## src/trw_pkg.sv

```systemverilog
// Shared types and constants for the thermal runaway watchdog.
`default_nettype none

package trw_pkg;

  // Field widths of the item and of the configuration registers.
  localparam int unsigned TIME_W     = 32;
  localparam int unsigned POWER_W    = 11;
  localparam int unsigned TEMP_W     = 14;
  localparam int unsigned WLEN_W     = 5;
  localparam int unsigned OVERSHOOT_W = 13;
  localparam int unsigned PERIOD_W   = 16;
  localparam int unsigned CFG_DATA_W = 16;
  localparam int unsigned CFG_ADDR_W = 2;

  // Stream payload widths, padded to whole bytes.
  localparam int unsigned IN_TDATA_W  = 64;
  localparam int unsigned OUT_TDATA_W = 8;

  // Power above 0.75 of full scale counts as high drive.
  localparam logic [POWER_W-1:0] HIGH_POWER_LIMIT = 11'd768;

  // Register reset values.
  localparam logic [WLEN_W-1:0]      WLEN_RST      = 5'd10;
  localparam logic [TEMP_W-1:0]      MAX_TEMP_RST  = 14'd960;
  localparam logic [OVERSHOOT_W-1:0] OVERSHOOT_RST = 13'd160;
  localparam logic [PERIOD_W-1:0]    PERIOD_RST    = 16'd1000;

  // Configuration register indexes.
  typedef enum logic [CFG_ADDR_W-1:0] {
    CFG_WINDOW_LEN    = 2'd0,
    CFG_MAX_TEMP      = 2'd1,
    CFG_MAX_OVERSHOOT = 2'd2,
    CFG_SAMPLE_PERIOD = 2'd3
  } cfg_index_t;

  // Fault codes reported with each result item.
  typedef enum logic [1:0] {
    FAULT_NONE      = 2'd0,
    FAULT_SLOW      = 2'd1,
    FAULT_FAST      = 2'd2,
    FAULT_OVERSHOOT = 2'd3
  } fault_kind_t;

endpackage

`default_nettype wire

```

## src/trw_ram.sv

```systemverilog
// Generic single-write, single-read RAM with registered read data.
`default_nettype none

module trw_ram #(
  parameter int unsigned WIDTH = 14,
  parameter int unsigned DEPTH = 16
) (
  input  wire logic                     clk,
  input  wire logic                     we,
  input  wire logic [$clog2(DEPTH)-1:0] waddr,
  input  wire logic [WIDTH-1:0]         wdata,
  input  wire logic                     re,
  input  wire logic [$clog2(DEPTH)-1:0] raddr,
  output logic      [WIDTH-1:0]         rdata
);

  logic [WIDTH-1:0] mem_r [DEPTH];

  always_ff @(posedge clk) begin
    if (we) begin
      mem_r[waddr] <= wdata;
    end
    if (re) begin
      rdata <= mem_r[raddr];
    end
  end

endmodule

`default_nettype wire

```

## src/thermal_runaway_watchdog.sv

```systemverilog
// Top level of the thermal runaway watchdog: sample ring, slope and limit checks.
//
//   Channel   Direction  Handshake          Payload
//   in_*      slave      tvalid / tready    now_ms, power_ratio, temperature
//   out_*     master     tvalid / tready    healthy, armed, fault_kind
//   cfg_*     write      cfg_we             cfg_addr selects, cfg_data carries
//
// Every input item yields exactly one result item, through the stage 1 and
// result registers; one item per cycle is sustained while the output side is not stalled.
// The sample ring is a RAM whose read data is registered: the accept cycle
// decides whether the temperature is stored and addresses the oldest sample of
// the window, stage 1 then compares, and the result register holds the outcome
// until it is taken.
// Reset (rst_n low, synchronous) restores the register defaults, empties the
// ring and the pipeline; the ring contents themselves are not cleared. The
// input side is not ready while reset is low.
// A stalled output only backs up the pipeline: the block keeps taking items
// while either of its two stages has room.
`default_nettype none

module thermal_runaway_watchdog #(
  parameter int unsigned MAX_WINDOW = 16
) (
  input  wire logic clk,
  input  wire logic rst_n,

  // Input items.
  input  wire logic                               in_tvalid,
  output logic                                    in_tready,
  // tdata from bit 0: now_ms[31:0], power_ratio[42:32], temperature[56:43], zero pad
  input  wire logic [trw_pkg::IN_TDATA_W-1:0]     in_tdata,

  // Result items.
  output logic                                    out_tvalid,
  input  wire logic                               out_tready,
  // tdata from bit 0: healthy[0], armed[1], fault_kind[3:2], zero pad
  output logic      [trw_pkg::OUT_TDATA_W-1:0]    out_tdata,

  // Configuration writes.
  input  wire logic                               cfg_we,
  input  wire logic [trw_pkg::CFG_ADDR_W-1:0]     cfg_addr,
  input  wire logic [trw_pkg::CFG_DATA_W-1:0]     cfg_data
);

  // Slot index width and a width that can hold the window length itself.
  localparam int unsigned AW    = $clog2(MAX_WINDOW);
  localparam int unsigned LEN_W = $clog2(MAX_WINDOW + 1);
  // Room for five times the rise and eighty times the window span.
  localparam int unsigned CMP_W = trw_pkg::TEMP_W + LEN_W + 8;
  localparam int unsigned LIM_W = trw_pkg::TEMP_W + 2;

  localparam logic [LEN_W-1:0] LEN_MAX  = LEN_W'(MAX_WINDOW);
  localparam logic [LEN_W-1:0] LEN_MIN  = LEN_W'(2);
  localparam logic [AW-1:0]    SLOT_MAX = AW'(MAX_WINDOW - 1);

  // ---------------------------------------------------------------------------
  // Configuration registers
  // ---------------------------------------------------------------------------
  logic [trw_pkg::WLEN_W-1:0]      window_len_r;
  logic [trw_pkg::TEMP_W-1:0]      max_temp_r;
  logic [trw_pkg::OVERSHOOT_W-1:0] max_overshoot_r;
  logic [trw_pkg::PERIOD_W-1:0]    sample_period_r;

  always_ff @(posedge clk) begin
    if (!rst_n) begin
      window_len_r    <= trw_pkg::WLEN_RST;
      max_temp_r      <= trw_pkg::MAX_TEMP_RST;
      max_overshoot_r <= trw_pkg::OVERSHOOT_RST;
      sample_period_r <= trw_pkg::PERIOD_RST;
    end else if (cfg_we) begin
      case (trw_pkg::cfg_index_t'(cfg_addr))
        trw_pkg::CFG_WINDOW_LEN:    window_len_r    <= cfg_data[trw_pkg::WLEN_W-1:0];
        trw_pkg::CFG_MAX_TEMP:      max_temp_r      <= cfg_data[trw_pkg::TEMP_W-1:0];
        trw_pkg::CFG_MAX_OVERSHOOT: max_overshoot_r <= cfg_data[trw_pkg::OVERSHOOT_W-1:0];
        trw_pkg::CFG_SAMPLE_PERIOD: sample_period_r <= cfg_data[trw_pkg::PERIOD_W-1:0];
        default: ;
      endcase
    end
  end

  // Effective window length, clamped to 2..MAX_WINDOW. Configuration must only change while
  // the block is idle (the block does not enforce this), so both stages may use it directly.
  logic [LEN_W-1:0] win_len;

  always_comb begin
    if (window_len_r < trw_pkg::WLEN_W'(2)) begin
      win_len = LEN_MIN;
    end else if (32'(window_len_r) > 32'(MAX_WINDOW)) begin
      win_len = LEN_MAX;
    end else begin
      win_len = LEN_W'(window_len_r);
    end
  end

  // ---------------------------------------------------------------------------
  // Handshake and pipeline control
  // ---------------------------------------------------------------------------
  logic s1_v_r;
  logic out_v_r;
  logic out_free;
  logic s1_move;
  logic in_acc;

  // The result register can load when empty or when its item leaves now.
  assign out_free  = !out_v_r || out_tready;
  assign s1_move   = s1_v_r && out_free;
  assign in_tready = rst_n && (!s1_v_r || out_free);
  assign in_acc    = in_tvalid && in_tready;

  // Unpack the input item.
  logic [trw_pkg::TIME_W-1:0]  in_now;
  logic [trw_pkg::POWER_W-1:0] in_power;
  logic [trw_pkg::TEMP_W-1:0]  in_temp;

  assign in_now   = in_tdata[trw_pkg::TIME_W-1:0];
  assign in_power = in_tdata[trw_pkg::TIME_W +: trw_pkg::POWER_W];
  assign in_temp  = in_tdata[trw_pkg::TIME_W + trw_pkg::POWER_W +: trw_pkg::TEMP_W];

  // ---------------------------------------------------------------------------
  // Accept cycle: sample decision, ring bookkeeping, oldest-sample address
  // ---------------------------------------------------------------------------
  logic [AW-1:0]                write_slot_r, write_slot_nxt;
  logic [LEN_W-1:0]             fill_count_r, fill_count_nxt;
  logic [trw_pkg::TIME_W-1:0]   last_time_r, last_time_nxt;
  logic [trw_pkg::TEMP_W-1:0]   newest_r, newest_nxt;
  logic [trw_pkg::TIME_W-1:0]   elapsed;
  logic                         take_sample;
  logic [AW-1:0]                oldest_slot;

  // Elapsed time wraps modulo 2^32 along with the time stamp.
  assign elapsed     = in_now - last_time_r;
  assign take_sample = in_acc && (elapsed > trw_pkg::TIME_W'(sample_period_r));

  always_comb begin
    write_slot_nxt = write_slot_r;
    fill_count_nxt = fill_count_r;
    last_time_nxt  = last_time_r;
    newest_nxt     = newest_r;
    if (take_sample) begin
      write_slot_nxt = (write_slot_r == SLOT_MAX) ? '0 : write_slot_r + AW'(1);
      if (fill_count_r != LEN_MAX) begin
        fill_count_nxt = fill_count_r + LEN_W'(1);
      end
      last_time_nxt = in_now;
      newest_nxt    = in_temp;
    end
  end

  // The oldest sample of the window sits win_len slots behind the next free
  // slot. It is never the slot written in the same cycle, since win_len >= 2.
  always_comb begin
    if ((LEN_W + 1)'(write_slot_nxt) >= (LEN_W + 1)'(win_len)) begin
      oldest_slot = AW'((LEN_W + 1)'(write_slot_nxt) - (LEN_W + 1)'(win_len));
    end else begin
      oldest_slot = AW'((LEN_W + 1)'(write_slot_nxt) + (LEN_W + 1)'(MAX_WINDOW)
                        - (LEN_W + 1)'(win_len));
    end
  end

  always_ff @(posedge clk) begin
    if (!rst_n) begin
      write_slot_r <= '0;
      fill_count_r <= '0;
      last_time_r  <= '0;
    end else begin
      write_slot_r <= write_slot_nxt;
      fill_count_r <= fill_count_nxt;
      last_time_r  <= last_time_nxt;
    end
  end

  // The newest stored sample is kept aside so the ring needs one read port.
  always_ff @(posedge clk) begin
    newest_r <= newest_nxt;
  end

  logic [trw_pkg::TEMP_W-1:0] oldest_rd;

  trw_ram #(
    .WIDTH (trw_pkg::TEMP_W),
    .DEPTH (MAX_WINDOW)
  ) u_ring (
    .clk   (clk),
    .we    (take_sample),
    .waddr (write_slot_r),
    .wdata (in_temp),
    .re    (in_acc),
    .raddr (oldest_slot),
    .rdata (oldest_rd)
  );

  // ---------------------------------------------------------------------------
  // Stage 1 registers: the accepted item with its window state
  // ---------------------------------------------------------------------------
  logic [trw_pkg::POWER_W-1:0] s1_power_r;
  logic [trw_pkg::TEMP_W-1:0]  s1_temp_r;
  logic [trw_pkg::TEMP_W-1:0]  s1_newest_r;
  logic                        s1_armed_r;

  always_ff @(posedge clk) begin
    if (!rst_n) begin
      s1_v_r <= 1'b0;
    end else if (in_acc) begin
      s1_v_r <= 1'b1;
    end else if (s1_move) begin
      s1_v_r <= 1'b0;
    end
  end

  always_ff @(posedge clk) begin
    if (in_acc) begin
      s1_power_r  <= in_power;
      s1_temp_r   <= in_temp;
      s1_newest_r <= newest_nxt;
      s1_armed_r  <= (fill_count_nxt >= win_len);
    end
  end

  // ---------------------------------------------------------------------------
  // Stage 1 logic: slope by cross-multiplication and limit checks
  // ---------------------------------------------------------------------------
  logic signed [trw_pkg::TEMP_W:0] rise;
  logic signed [CMP_W-1:0]         rise_x;
  logic signed [CMP_W-1:0]         span_x;
  logic signed [CMP_W-1:0]         rise_x5;
  logic signed [CMP_W-1:0]         span_x8;
  logic signed [CMP_W-1:0]         span_x80;
  logic signed [LIM_W-1:0]         temp_x;
  logic signed [LIM_W-1:0]         limit_x;
  logic signed [LIM_W-1:0]         ceiling_x;
  logic                            high_drive;
  logic                            slow_rise;
  logic                            fast_rise;
  logic                            overshoot;
  logic                            res_healthy;
  trw_pkg::fault_kind_t            res_kind;

  assign rise = $signed({s1_newest_r[trw_pkg::TEMP_W-1], s1_newest_r})
              - $signed({oldest_rd[trw_pkg::TEMP_W-1], oldest_rd});
  assign rise_x = {{(CMP_W - trw_pkg::TEMP_W - 1){rise[trw_pkg::TEMP_W]}}, rise};
  assign span_x = $signed({{(CMP_W - LEN_W){1'b0}}, win_len - LEN_W'(1)});

  // Rise is in 1/16 degree: 0.1 degree per sample is 8/5 unit, 5 degrees is 80.
  assign rise_x5  = (rise_x <<< 2) + rise_x;
  assign span_x8  = span_x <<< 3;
  assign span_x80 = (span_x <<< 6) + (span_x <<< 4);

  assign temp_x    = {{(LIM_W - trw_pkg::TEMP_W){s1_temp_r[trw_pkg::TEMP_W-1]}}, s1_temp_r};
  assign limit_x   = {{(LIM_W - trw_pkg::TEMP_W){max_temp_r[trw_pkg::TEMP_W-1]}}, max_temp_r};
  assign ceiling_x = limit_x + $signed({{(LIM_W - trw_pkg::OVERSHOOT_W){1'b0}}, max_overshoot_r});

  assign high_drive = (s1_power_r > trw_pkg::HIGH_POWER_LIMIT) && (temp_x < limit_x);
  assign slow_rise  = rise_x5 <= span_x8;
  assign fast_rise  = rise_x >= span_x80;
  assign overshoot  = temp_x > ceiling_x;

  // Overshoot wins over either slope fault; nothing is flagged until armed.
  always_comb begin
    res_healthy = 1'b1;
    res_kind    = trw_pkg::FAULT_NONE;
    if (s1_armed_r) begin
      if (high_drive) begin
        if (slow_rise) begin
          res_healthy = 1'b0;
          res_kind    = trw_pkg::FAULT_SLOW;
        end
      end else if (fast_rise) begin
        res_healthy = 1'b0;
        res_kind    = trw_pkg::FAULT_FAST;
      end
      if (overshoot) begin
        res_healthy = 1'b0;
        res_kind    = trw_pkg::FAULT_OVERSHOOT;
      end
    end
  end

  // ---------------------------------------------------------------------------
  // Result register
  // ---------------------------------------------------------------------------
  logic                 out_healthy_r;
  logic                 out_armed_r;
  trw_pkg::fault_kind_t out_kind_r;

  always_ff @(posedge clk) begin
    if (!rst_n) begin
      out_v_r <= 1'b0;
    end else if (out_free) begin
      out_v_r <= s1_v_r;
    end
  end

  always_ff @(posedge clk) begin
    if (s1_move) begin
      out_healthy_r <= res_healthy;
      out_armed_r   <= s1_armed_r;
      out_kind_r    <= res_kind;
    end
  end

  assign out_tvalid = out_v_r;
  assign out_tdata  = {4'b0000, out_kind_r, out_armed_r, out_healthy_r};

endmodule

`default_nettype wire

```

## config.mk

```make
export PLATFORM = sky130hd
export DESIGN_NAME = thermal_runaway_watchdog
export DESIGN_NICKNAME = d
export VERILOG_FILES = /design/src/trw_pkg.sv /design/src/trw_ram.sv /design/src/thermal_runaway_watchdog.sv
export SDC_FILE = /design/constraint.sdc
export NUM_CORES = 1
export LEC_CHECK = 0
export ABC_CLOCK_PERIOD_IN_PS = 14500
export BUFFER_PORTS_ARGS = -buffer_cell sky130_fd_sc_hd__buf_4
export CAP_MARGIN = 15
export CORE_MARGIN = 2
export CORE_UTILIZATION = 52
export CTS_BUF_LIST = sky130_fd_sc_hd__clkbuf_4 sky130_fd_sc_hd__clkbuf_8
export CTS_CLUSTER_DIAMETER = 50
export DETAILED_ROUTE_END_ITERATION = 10
export HOLD_SLACK_MARGIN = 0.15
export PLACE_DENSITY_LB_ADDON = 0.3
export SLEW_MARGIN = 20
export SYNTH_ARGS = -nofsm -noshare
export SYNTH_HDL_FRONTEND = slang
export SYNTH_SLANG_ARGS = --single-unit
```

## constraint.sdc

```tcl
create_clock -name clk -period 14.5 [get_ports clk]
set_input_delay 0.725 -clock clk [delete_from_list [all_inputs] [get_ports clk]]
set_output_delay 0.725 -clock clk [all_outputs]
set_load 0.005 [all_outputs]
```

* Yosys cells after proc, flatten, opt, wreduce, memory -nomap -nowiden *
Memories as Yosys holds them, arrays and structs flattened. A register that Yosys moved wholly into a read port is not among the register bits.
Cells that the tools add are included.

word-level totals
  flip-flop bits (word level) = 149
  latch bits = 0
  RAM bits = 224
  ROM bits = 0
  input bits = 87
  output and inout port bits = 10
  memories kept = 1

operators by class
  $add $sub $neg = 11
  multiply operators = 0
  div/mod/pow operators = 0
  $lt $le $gt $ge = 10
  equality and inequality tests = 5
  shift operators = 0
  muxes and demuxes = 20
  bitwise logic cells = 0
  reduce and logical (&&, ||, !) cells = 15

memory list
  memory        words  bits a word  rd ports  clocked after Yosys merged registers in  wr ports  RTL line       source
  u_ring.mem_r  16     14           1         1                                        1         trw_ram.sv:17  logic [WIDTH-1:0] mem_r [DEPTH];

operators by type and width
  kind                    number
  $gt A32 B16 Y1          1
  $sub A32 B32 Y32        1
  $mux W5                 4
  $add A17 B15 Y18        1
  $le A18 B9 Y1           1
  $add A14 B14 Y15        1
  $ge A15 B13 Y1          1
  $gt A14 B15 Y1          1
  $sub A14 B14 Y15        1
  $lt A14 B14 Y1          1
  $mux W14                1
  $add A11 B9 Y12         1
  $mux W4                 3
  $gt A11 B10 Y1 const B  1
  $mux W1                 9
  $add A4 B1 Y4 const B   2
  $reduce_and A2 Y1       4
  $sub A4 B4 Y4           2
  $mux W2                 3
  $add A5 B1 Y5 const B   1
  $ge A4 B5 Y1            1
  $ge A5 B5 Y1            1
  $gt A5 B5 Y1 const B    1
  $logic_and A1 B1 Y1     5
  10 further kinds        13

* Logic depth before layout (Yosys ltp) *
Gate-level depths: netlist of the first run.

  depth after elaboration = 10
  mapped depth = 29
  mapped depth without buffers = 27

* By module *
From an unflattened synthesis of the first run, not the netlist that was laid out.

unflattened totals
  cell total of the unflattened synthesis = 1678
  area, all modules = 19900.3 sq um

by module, submodules not included
  module                    instances  cells each  area an instance (sq um)  seq. area each (sq um)
  thermal_runaway_watchdog  1          1299        10996.8                   3423.3
  trw_ram                   1          379         8903.5                    7146.9

* Worst setup path before layout of the first run *
No wires, ideal clock.

  kind = input to register
  start point = in in_tdata[2] (netlist bit)
  end point = reg u_ring.rdata[0], read port of u_ring.mem_r (data pin)
  arrival time = 6737 ps
  required time = 14230 ps
  path slack = 7493 ps
  stages = 26
  path buffers = 3
  path through = ha_1 > nor2b_1 > o31a_1 > or2_1 > a31o_2 > a31oi_1 > xnor2_1 > ha_1 > nand4_1 > nor4_1 > a211o_1 > o21ai_0 > nand4_1 > or4_4 > nor4_2 > a21boi_0 > buf_2 > buf_1 > nor2_1 > a21oi_1 > ha_1 > fa_1 > xnor2_1 > clkbuf_1 > mux2i_1 > mux2i_1

between the ends
  longest elaborated chain between the ends = 7
  elaborated cells on any way between the ends = 9
  those cells by class = add/sub (4); order compare (2); mux (2); reduce/logical (1)

ends and longest elaborated chain
  what                   RTL line                         source
  start, declared        thermal_runaway_watchdog.sv:31   input wire logic [trw_pkg::IN_TDATA_W-1:0] in_tdata,
  $sub A32 B32 Y32 *     thermal_runaway_watchdog.sv:131  assign elapsed = in_now - last_time_r;
  $gt A32 B16 Y1 *       thermal_runaway_watchdog.sv:132  assign take_sample = in_acc && (elapsed > trw_pkg::TIME_W'(sample_period_r));
  $logic_and A1 B1 Y1 *  thermal_runaway_watchdog.sv:132
  $mux W4 *              thermal_runaway_watchdog.sv:139  if (take_sample) begin
  $add A4 B1 Y4          thermal_runaway_watchdog.sv:155  oldest_slot = AW'((LEN_W + 1)'(write_slot_nxt) + (LEN_W + 1)'(MAX_WINDOW)
  $sub A4 B4 Y4          thermal_runaway_watchdog.sv:156  - (LEN_W + 1)'(win_len));
  $mux W4 *              thermal_runaway_watchdog.sv:152  if ((LEN_W + 1)'(write_slot_nxt) >= (LEN_W + 1)'(win_len)) begin
  end, declared          trw_ram.sv:14                    output logic [WIDTH-1:0] rdata

Mark *: on every way between the ends. The rest lies on a longest branch, timed or not.
A chain may end at the register's enable or synchronous reset.

* Worst setup path after layout of the first run *
  start point = reg last_time_r[2] (netlist bit)
  end point = reg u_ring.rdata[1], read port of u_ring.mem_r (data pin)

between the ends
  longest elaborated chain between the ends = 7
  elaborated cells on any way between the ends = 9
  those cells by class = add/sub (4); order compare (2); mux (2); reduce/logical (1)

ends and longest elaborated chain
  what                    RTL line                         source
  start, declared         thermal_runaway_watchdog.sv:124  logic [trw_pkg::TIME_W-1:0] last_time_r, last_time_nxt;
  start signal, assigned  thermal_runaway_watchdog.sv:168  last_time_r <= last_time_nxt;
  $sub A32 B32 Y32 *      thermal_runaway_watchdog.sv:131
  $gt A32 B16 Y1 *        thermal_runaway_watchdog.sv:132
  $logic_and A1 B1 Y1 *   thermal_runaway_watchdog.sv:132
  $mux W4 *               thermal_runaway_watchdog.sv:139
  $add A4 B1 Y4           thermal_runaway_watchdog.sv:155
  $sub A4 B4 Y4           thermal_runaway_watchdog.sv:156
  $mux W4 *               thermal_runaway_watchdog.sv:152

Marks and branches as above.

==> run_results.csv, run 1 <==
group,metric,value,unit
power,power_frac_seq,43.5,%
clock_network,cts_made_buffers,68,
clock_network,cts.clk_slew.worst_paths,0.06,ns
sta,maxSlewViolCount,0,
floorplanning,die_width,200,µm
yosys,yosys_warnings,0,
power,pwr-share-clk,36.2,%
global_route,grt_use_total,21.2,%
power,pwr_density_cell,125,nW/µm²
cells_and_area,multi_input_area,8730,µm²
place,io_buffers,85,
yosys,ys_ff_latch,387,
yosys,syn_inst,1647,
cells_and_area,fillers,2972,
power,p_leak,8.61,nW
power,p_sw_share,27.3,%
sta,relSlewSlack,25.1,%
power,combinationalPowerShare,20.3,%
routing,wl,41700,µm
job,drv_cap,0,
yosys,syn_area,20000,µm²
clock_network,cts-root-buf,"clkbuf_8",
cells_and_area,antenna_cells,0,
place,gp_congestion,0.880,
yosys,synth_area_per_cell,12.1,µm²
routing,postRouteAntennaNets,0,
sta,fmax,129,MHz
sta,fin_crit,7.72,ns
global_route,grt-ovfl-total,0,
clock_network,cts_hold_buf,0,
worst_setup_path,critPathMaxFanout,91,
floorplanning,core_area,37800,µm²
yosys,seq_area_frac_synth,52.8,%
sta,timing.final.crit_share,53.3,%
yosys,synth_cell_type_count,83,
power,p_int,0.00206,W
clock_network,cts_resized,0,
routing,via_count,12900,
sta,worst_pin_slew,1.12,ns
cells_and_area,final_common_cell,"edfxtp_1",
cells_and_area,syn_to_final_growth,13.0,%
clock_network,post_cts_buffers,0,
place,post-dp-hpwl,29300,µm
sta,setup_viol_count_final,0,
worst_setup_path,required,14.84,ns
cells_and_area,drive_gt1_share,18.2,%
power,peakVddDrop,78.2,µV
sta,fin_skew,0.0253,ns
cells_and_area,layout_common_cells,"edfxtp_1, ha_1, nand2_1",
sta,tns,0,ns
cells_and_area,fin_nets,2004,
status,status,"completed",
yosys,synth_edf_count,282,
cells_and_area,design_area,22600,µm²
global_route,grt_pass1_vias,13300,
global_route,grt_start_max_net_pins,94,
floorplanning,dieArea,40100,µm²
clock_network,htree_num_levels,3,
min_path,hold_path.class,"in2reg",
sta,hold_viol,0,
yosys,synth-async-reset-ratio,0,%
routing,viasPerCell,5.57,
yosys,ys.flop_type,"edfxtp_1",
place,placed_area,21200,µm²
clock_network,cts_tree,"done",
worst_setup_path,end_kind,"flip-flop",
global_route,grt_pass1_wl,68200,µm
clock_network,cts_buffer_depth,3,
power,switchingPower,0.000775,W
cells_and_area,seqCellArea,10600,µm²
routing,post-route-drc-count,0,
clock_network,cts_sinks,387,
worst_setup_path,critical_path_class,"reg2reg",
floorplanning,placementRows,71,
routing,wl_per_cell,18.0,µm
routing,drt_pass1_iterations,5,
floorplanning,start_util,53.0,%
clock_network,clock_latency,0.63,ns
sta,rsz0062_at_grt,"no",
worst_setup_path,cp_data_arrival_time,8.06,ns
worst_setup_path,start_kind,"flip-flop",
floorplanning,die_h,200,µm
power,fin_total_pwr,0.00284,W
global_route,antenna_found_initial,0,
routing,drt_iter0_markers,844,
floorplanning,io_pins,97,
path summary, 6_finish.rpt:
path                                    startpoint  cells past startpoint                                to  slack [ns]
setup / recovery       last_time_r[2]$_SDFFE_PN0N_                     25         u_ring.rdata[1]$_DFFE_PP_        6.78
hold reg to reg   sample_period_r[13]$_SDFFE_PN0P_                      2  sample_period_r[13]$_SDFFE_PN0P_        0.46
hold / removal                        in_tdata[36]                      1           s1_power_r[4]$_DFFE_PP_        0.28
setup reg to reg       last_time_r[2]$_SDFFE_PN0N_                     25         u_ring.rdata[1]$_DFFE_PP_        6.78
flip-flops by register name (all words and copies together), names as in the netlist, 2 cells and up:
name / flops
last_time_r: 32
u_ring.mem_r: 224
out_kind_r: 2
s1_temp_r: 14
max_temp_r: 14
max_overshoot_r: 13
sample_period_r: 16
window_len_r: 5
s1_power_r: 11
u_ring.rdata: 14
newest_r: 14
write_slot_r: 4
s1_newest_r: 14
fill_count_r: 5
Yosys cell counts (10+ instances only):
cell | n | area [µm²]
edfxtp_1 | 282 | 8470
ha_1 | 148 | 1850
nand2_1 | 132 | 495
inv_1 | 124 | 465
a21oi_1 | 105 | 526
dfxtp_1 | 105 | 2100
nor2_1 | 78 | 293
nor2b_1 | 62 | 388
mux4_2 | 56 | 1260
mux2i_1 | 52 | 521
o21ai_0 | 44 | 220
clkbuf_1 | 38 | 143
xnor2_1 | 38 | 333
a21boi_0 | 36 | 270
a21o_1 | 27 | 203
nand3_1 | 26 | 130
nor3_1 | 21 | 105
nand4_1 | 19 | 119
xor2_1 | 18 | 158
mux2_2 | 16 | 180
o211ai_1 | 16 | 120
o21bai_1 | 16 | 120
nand2b_1 | 15 | 93.8
a31oi_1 | 13 | 81.3
o21a_1 | 12 | 90.1
and2_1 | 11 | 68.8
buf_4 | 10 | 75.1
routing by layer:
layer | up-vias | share of wire [%] | wire length, µm | global-route usage (%)
met4 | 0 | 2.3 | 962 | 7.17
met5 | - | 0 | 0 | 0
met2 | 293 | 48 | 20200 | 35.7
met3 | 68 | 4.9 | 2060 | 4.57
li1 | 6299 | - | - | -
met1 | 6257 | 44 | 18500 | 27.3
worst max-delay path, stage by stage, from the launching register on:
cell and delay [ns]:
dfxtp_1 0.31, inv_1 0.05, ha_1 0.33, nor2b_1 0.16, o31a_1 0.29, or2_1 0.28
a31o_2 0.27, a31oi_1 0.19, xnor2_1 0.18, ha_1 0.28, nand4_1 0.12, nor4_1 0.09
a211o_1 0.25, o21ai_0 0.40, nand4_1 0.16, or4_4 0.51, nor4_2 0.43, a21boi_4 0.09
buf_4 0.42, nor2_1 0.19, a21oi_1 0.10, ha_4 0.47, buf_4 0.79, mux4_2 0.61
mux2i_1 0.28, mux2i_1 0.13
power groups by stage:
stage                     clock (W)  sequential [W]  combinational (W)
after floorplan                   0         0.00125           0.000431
after global placement            0         0.00126           0.000552
after detailed placement          0         0.00126           0.000575
after CTS                   0.00105         0.00124           0.000579
after global routing        0.00110         0.00124           0.000647
final                       0.00103         0.00124           0.000576
cells by family after synthesis:
| kind of cell | synth area share, % |
|---|---|
| muxes | 9.88 |
| DFF | 52.8 |
| other | 0.0187 |
| AOI/OAI and AO/OA | 10.5 |
| and+or+nand+nor | 10.5 |
| xor gates and xnor gates | 2.53 |
| buffers and inverters | 3.91 |
| adders and majority gates | 9.86 |
per-stage QoR:
stage               utilization (%)  cells  setup slack, ns  hold slack, ns
CTS                            59.9   2321             6.64           0.237
global placement               56.2   2204             6.18           0.453
detailed placement             56.2   2204             6.14           0.461
global route                   59.9   2321             6.10           0.235
finish                         59.9   2321             6.78           0.279
floorplan                         -   1650             7.49           0.443
area by class of cell:
cell class	instances	area share, %
repair buffers	107	3.55
inverters	125	2.07
flip-flops and latches	387	46.7
well taps	511	2.83
clock inverters	21	1.01
clock buffers	96	5.18
multi-input cells	1074	38.6
Power figures use the tool's default switching activity.
==> run 2, diff against run 1 <==
- ABC_AREA: default -> 1
- ABC_CLOCK_PERIOD_IN_PS: 14500 -> 6400
- clock period: 14.5 -> 6.4 ns (I/O delays scaled with it)
==> run 2 against run 1 <==
- combinational power grew to 3.3 times the previous value
- worst setup slack worse by 6.3 ns
- power increased by 150%
- first-iteration DRC count increased by 41%
- sequential power up 130%
- critical path depth up 10
- clock power rose by 130%
- largest power group unchanged
- highest routed layer unchanged
==> run_results.csv, run 2 <==
group,metric,value,unit
clock_network,cts_made_buffers,66,
floorplanning,core_area,38800,µm²
sta,finalHoldWorstSlack,0.243,ns
worst_setup_path,required,6.89,ns
yosys,seq_area_frac_synth,51.4,%
yosys,yosys.area.top_type_share,41.2,%
routing,drt_pass1_iterations,5,
clock_network,cts-root-buf,"clkbuf_8",
sta,fmax,169,MHz
worst_setup_path,end_kind,"flip-flop",
job,drv_cap,0,
floorplanning,die_h,203,µm
cells_and_area,utilization,61.9,%
routing,drt-met1-wl,21900,µm
global_route,grt_use_total,24.5,%
routing,top_layer_used,"met4",
floorplanning,die_width,203,µm
power,peakVddDrop,257,µV
worst_setup_path,critPathMaxFanout,35,
place,io_buffers,85,
routing,wl_met3,2480,µm
clock_network,cts.clk_slew.worst_paths,0.06,ns
floorplanning,dieArea,41200,µm²
place,placed_area,21900,µm²
power,p_leak,10.4,nW
worst_setup_path,slowest_delay,0.54,ns
routing,drt_iter0_markers,1186,
routing,wl,49600,µm
sta,hold_viol,0,
routing,wl_met2,24100,µm
power,pwr_density_cell,294,nW/µm²
routing,via_count,16200,
clock_network,clock_latency,0.62,ns
yosys,ys.flop_type,"edfxtp_1",
global_route,grt_pass1_wl,80700,µm
worst_setup_path,endpoint,"u_ring.rdata[4]$_DFFE_PP_",
status,status,"completed",
worst_setup_path,crit_path_top_delay_cell,"dlygate4sd3_1",
place,gp_congestion,0.909,
clock_network,cts_tree,"done",
sta,worst_pin_slew,0.991,ns
yosys,synth_cell_type_count,45,
clock_network,post_cts_buffers,0,
routing,post-route-drc-count,0,
worst_setup_path,reg2reg_slack,0.56,ns
global_route,grt_pass1_vias,16200,
yosys,ys_ff_latch,387,
global_route,grt_start_max_net_pins,85,
worst_setup_path,cp_data_arrival_time,6.43,ns
clock_network,cts_buffer_depth,3,
yosys,yosysMostFrequentCell,"nand2_1",
cells_and_area,fin_nets,2713,
clock_network,cts_sinks,387,
sta,setup_viol_count_final,0,
yosys,synth_top_cell_by_area,"edfxtp_1",
routing,postRouteAntennaNets,0,
yosys,netlist_top_cells_count,"nand2_1, inv_1, edfxtp_1, o21ai_0, nor2_1",
place,post-dp-hpwl,34100,µm
worst_setup_path,cpMostUsedCell,"nand2_1",
clock_network,htree_num_levels,3,
cells_and_area,antenna_cells,0,
floorplanning,io_pins,97,
yosys,synth_area_per_cell,8.99,µm²
worst_setup_path,critical_path_class,"in2reg",
worst_setup_path,r2r-start,"last_time_r[12]$_SDFFE_PN0N_",
sta,timing.final.crit_share,92.7,%
global_route,grt-ovfl-total,0,
sta,tns,0,ns
routing,viasPerCell,5.33,
sta,fin_skew,0.0246,ns
worst_setup_path,ff2ff_path_depth,33,
floorplanning,placementRows,72,
yosys,syn_area,20600,µm²
cells_and_area,fillers,3238,
global_route,antenna_found_initial,0,
sta,rsz0062_at_grt,"no",
worst_setup_path,start_kind,"input pin",
yosys,yosys_warnings,0,
sta,maxSlewViolCount,0,
cells_and_area,drive_gt1_share,10.7,%
cells_and_area,design_area,24000,µm²
yosys,syn_inst,2288,
yosys,synth.area.top_cells,"edfxtp_1, dfxtp_1, nand2_1, ha_1, inv_1",
cells_and_area,largest_reg_flops,224,
routing,wl_per_cell,16.3,µm
floorplanning,start_util,53.0,%
cells_and_area,syn_to_final_growth,16.8,%
sta,fin_crit,5.93,ns
cells_and_area,final_common_cell,"nand2_1",
sta,relSlewSlack,33.7,%
yosys,synth-async-reset-ratio,0,%
worst_setup_path,r2r-end,"u_ring.rdata[4]$_DFFE_PP_",
min_path,hold_path.class,"in2reg",
cells_and_area,layout_common_cells,"nand2_1, inv_1, edfxtp_1",
cells_and_area,top_regs,"u_ring.mem_r x224, last_time_r x32, sample_period_r x16",
yosys,synth_edf_count,282,
worst_setup_path,crit_path_start,"in_tdata[0]",
cells_and_area,top_register,"u_ring.mem_r",
-- run 2: cell types whose count changed in the layout (fill, tap and decap cells not counted), moves of 29 or more --
cell / change
nor2_1: +104
xor2_1: +29
nand2_1: +380
mux4_2: -56
inv_1: +183
nand3_1: +66
a21oi_1: +67
nor2b_1: -62
a21boi_0: -34
o21ai_0: +140
xnor2_1: -30
mux2i_1: -52
dlygate4sd3_1: +75
-- run 2: worst min path at each step --
| stage | slack [ns] | to | startpoint | cells past startpoint |
|---|---|---|---|---|
| 3_5_place_dp | 0.44 | newest_r[5]$_DFF_P_ | newest_r[5]$_DFF_P_ | 2 |
| 3_3_place_gp | 0.43 | newest_r[5]$_DFF_P_ | newest_r[5]$_DFF_P_ | 2 |
| 6_report | 0.24 | max_overshoot_r[7]$_SDFFE_PN1P_ | cfg_addr[0] | 4 |
| 2_1_floorplan | 0.42 | newest_r[0]$_DFF_P_ | newest_r[0]$_DFF_P_ | 2 |
| 5_1_grt | 0.25 | max_overshoot_r[7]$_SDFFE_PN1P_ | rst_n | 2 |
| 4_1_cts | 0.19 | max_overshoot_r[7]$_SDFFE_PN1P_ | cfg_addr[0] | 4 |
-- run 2: layer usage --
metal / global-route usage [%] / vias to the layer above
met4: 8.21 / 0
met2: 42.9 / 450
met5: 0 / -
met1: 31.0 / 7577
li1: - / 8082
met3: 3.90 / 91
-- run 2: cells by family (layout without fill, tap and decap cells) --
| logic type | count (synthesis) | after routing | synth area share (%) |
|---|---|---|---|
| AND/OR/NAND/NOR | 854 | 854 | 17.1 |
| XOR/XNOR | 55 | 55 | 2.34 |
| flip-flops | 387 | 387 | 51.4 |
| AO/OA/AOI/OAI | 446 | 446 | 12.1 |
| adder cells (fa/ha/maj) | 154 | 154 | 9.59 |
| buffers and inverters | 391 | 624 | 7.43 |
| other | 1 | 4 | 0.0182 |
-- run 2: final cells by class --
type	instances	area, µm²	share of cell area, %
clock buffers	95	1180	4.89
clock inverters	25	236	0.984
inverters	313	1170	4.89
multi-input cells	1513	8540	35.5
well taps	518	648	2.70
flip-flops and latches	387	10600	44.0
repair buffers	191	1680	7.01
-- run 2: worst max-delay path, delay by kind of cell --
kind	cells	cell delay, ns
buffers and inverters	7	1.56
adder cells (fa/ha/maj)	5	1.55
AND/OR/NAND/NOR	18	1.92
AO/OA/AOI/OAI	4	0.91
XOR/XNOR	1	0.10
-- run 2: power by group --
group,switching [W],internal (W)
sequential,0.0000317,0.00279
clock,0.00101,0.00132
combinational,0.00118,0.000734
-- run 2: repair_timing --
action                                 CTS  global route
setup endpoints to repair                0             7
resized for setup                        0             1
endpoints found under the hold margin  356             0
hold buffers                            75             0
-- run 2: per-stage QoR --
step                total power [W]  setup slack [ns]  cells
floorplan                   0.00422             0.725   2291
global placement            0.00466             0.378   2847
detailed placement          0.00472             0.327   2847
CTS                         0.00711             0.394   3042
global route                0.00750            0.0444   3042
finish                      0.00707             0.467   3042
==> run 3, diff against run 2 <==
- CORE_MARGIN: 2 -> default
- CTS_BUF_LIST: sky130_fd_sc_hd__clkbuf_4 sky130_fd_sc_hd__clkbuf_8 -> sky130_fd_sc_hd__clkbuf_8 sky130_fd_sc_hd__clkbuf_16
- REMOVE_ABC_BUFFERS: default -> 1
==> run 3 against run 2 <==
- routed wire length is 0.17% higher
- maximum frequency is 0.37% lower
- power is 2.9% higher
- first-iteration DRC count is 9.9% lower
- clock skew is 0.0027 ns higher
- critical endpoint is now u_ring.rdata[9]$_DFFE_PP_
- highest routed layer unchanged
- global-route usage is 0.26 points higher
- largest cell class unchanged
- worst setup slack worse by 0.022 ns
- die area is 2.0% lower
==> run_results.csv, run 3 (same netlist as run 2, synthesis figures left out) <==
group,metric,value,unit
routing,post-route-drc-count,0,
routing,drt_pass1_iterations,6,
global_route,grt-ovfl-total,0,
job,drv_cap,0,
cells_and_area,fillers,3204,
global_route,grt_use_total,24.8,%
worst_setup_path,start_kind,"input pin",
sta,maxSlewViolCount,0,
global_route,grt_start_max_net_pins,113,
routing,via_count,16100,
floorplanning,core_area,38800,µm²
worst_setup_path,crit_path_start,"in_tdata[0]",
place,post-dp-hpwl,33600,µm
cells_and_area,final_common_cell,"nand2_1",
worst_setup_path,critical_path_class,"in2reg",
clock_network,cts_sinks,387,
cells_and_area,layout_common_cells,"nand2_1, inv_1, edfxtp_1",
routing,drt_iter0_markers,1069,
worst_setup_path,crit_path_top_delay_cell,"dlygate4sd3_1",
floorplanning,die_width,201,µm
worst_setup_path,cp_top_family,"simple AND/OR/NAND/NOR gates",
floorplanning,start_util,53.0,%
clock_network,cts_made_buffers,46,
clock_network,htree_num_levels,2,
power,peakVddDrop,270,µV
worst_setup_path,cp_data_arrival_time,6.42,ns
sta,tns,0,ns
power,pwr_density_cell,302,nW/µm²
clock_network,cts_tree,"done",
global_route,grt_pass1_vias,16000,
cells_and_area,drive_gt1_share,9.04,%
sta,fmax,168,MHz
place,placed_cells,2845,
cells_and_area,syn_to_final_growth,17.2,%
floorplanning,die_h,201,µm
power,p_leak,10.5,nW
cells_and_area,fin_nets,2691,
sta,fin_ws,0.445,ns
cells_and_area,top_regs,"u_ring.mem_r x224, last_time_r x32, sample_period_r x16",
cells_and_area,final_cell_count_no_fill,3006,
floorplanning,io_pins,97,
routing,wl,49700,µm
place,pre_cts_ws,0.417,ns
routing,postRouteAntennaNets,0,
floorplanning,placementRows,72,
sta,worst_pin_slew,0.892,ns
floorplanning,dieArea,40400,µm²
cells_and_area,antenna_cells,0,
worst_setup_path,critical_path_buf_inv_count,7,
clock_network,clock_latency,0.60,ns
clock_network,cts.clk_slew.worst_paths,0.06,ns
place,io_buffers,85,
sta,rsz0062_at_grt,"no",
min_path,hp-start,"cfg_addr[0]",
min_path,hold_path.class,"in2reg",
sta,setup_viol_count_final,0,
worst_setup_path,cpMostUsedCell,"nand2_1",
cells_and_area,largest_reg_flops,224,
worst_setup_path,end_kind,"flip-flop",
sta,timing.final.crit_share,93.0,%
global_route,grt_pass1_wl,79700,µm
worst_setup_path,slowest_delay,0.54,ns
clock_network,cts_buffer_depth,3,
sta,fin_crit,5.95,ns
routing,viasPerCell,5.35,
sta,hold_viol,0,
worst_setup_path,required,6.86,ns
worst_setup_path,critPathMaxFanout,58,
sta,fin_skew,0.0273,ns
routing,wl_per_cell,16.5,µm
clock_network,cts-root-buf,"clkbuf_16",
sta,relSlewSlack,40.3,%
place,gp_congestion,0.922,
cells_and_area,top_register,"u_ring.mem_r",
global_route,antenna_found_initial,0,
status,status,"completed",
sta,finalHoldWorstSlack,0.241,ns
worst_setup_path,r2r-start,"last_time_r[0]$_SDFFE_PN0N_",
## run 3: report_power, final
group	switching, W	total (W)	internal [W]
clock	0.00108	0.00255	0.00148
combinational	0.00117	0.00190	0.000724
sequential	0.0000315	0.00282	0.00279
## run 3: cell type report
| type | count | area [µm²] | area share (%) |
|---|---|---|---|
| multi-input cells | 1513 | 8540 | 35.4 |
| repair buffers | 189 | 1670 | 6.92 |
| clock inverters | 39 | 337 | 1.40 |
| clock buffers | 47 | 1180 | 4.88 |
| inverters | 313 | 1170 | 4.87 |
| well taps | 518 | 648 | 2.69 |
| flip-flops and latches | 387 | 10600 | 43.8 |
## run 3: path summary, 6_finish.rpt
kind | to | slack, ns | cells past startpoint
worst min register to register | newest_r[8]$_DFF_P_ | 0.45 | 2
worst max register to register | u_ring.rdata[9]$_DFFE_PP_ | 0.59 | 33
worst max-delay path | u_ring.rdata[9]$_DFFE_PP_ | 0.45 | 36
worst min-delay path | max_overshoot_r[7]$_SDFFE_PN1P_ | 0.24 | 5
## run 3: worst reg2reg max path: cells and delay by family, from the launching register on
kind / cells / cell delay [ns]
AO/OA/AOI/OAI: 5 / 0.98
XOR/XNOR: 1 / 0.24
adder cells (fa/ha/maj): 5 / 1.47
buffers and inverters: 4 / 0.64
flip-flops: 1 / 0.31
AND/OR/NAND/NOR: 18 / 2.06
## run 3: what timing repair did
action                                 4_1_cts  5_1_grt
endpoints found under the hold margin      345        0
buffers inserted                             0        0
hold buffers                                75        0
resized for setup                            0        1
setup endpoints to repair                    0        5
## run 3: metal layers
layer	vias to the layer above	GRT usage, %	wire (µm)
met3	106	3.26	2660
met1	7492	31.3	21800
met2	449	42.6	23700
met4	0	10.4	1620
li1	8037	-	-
met5	-	0	0
## run 3: through the flow
| stage | util, % | total power, W | cell area, µm² |
|---|---|---|---|
| 6_report | 62.1 | 0.00727 | 24100 |
| 5_1_grt | 62.1 | 0.00767 | 24100 |
| 4_1_cts | 62.1 | 0.00731 | 24100 |
| 2_1_floorplan | - | 0.00418 | 20200 |
| 3_5_place_dp | 56.3 | 0.00471 | 21900 |
| 3_3_place_gp | 56.3 | 0.00465 | 21900 |
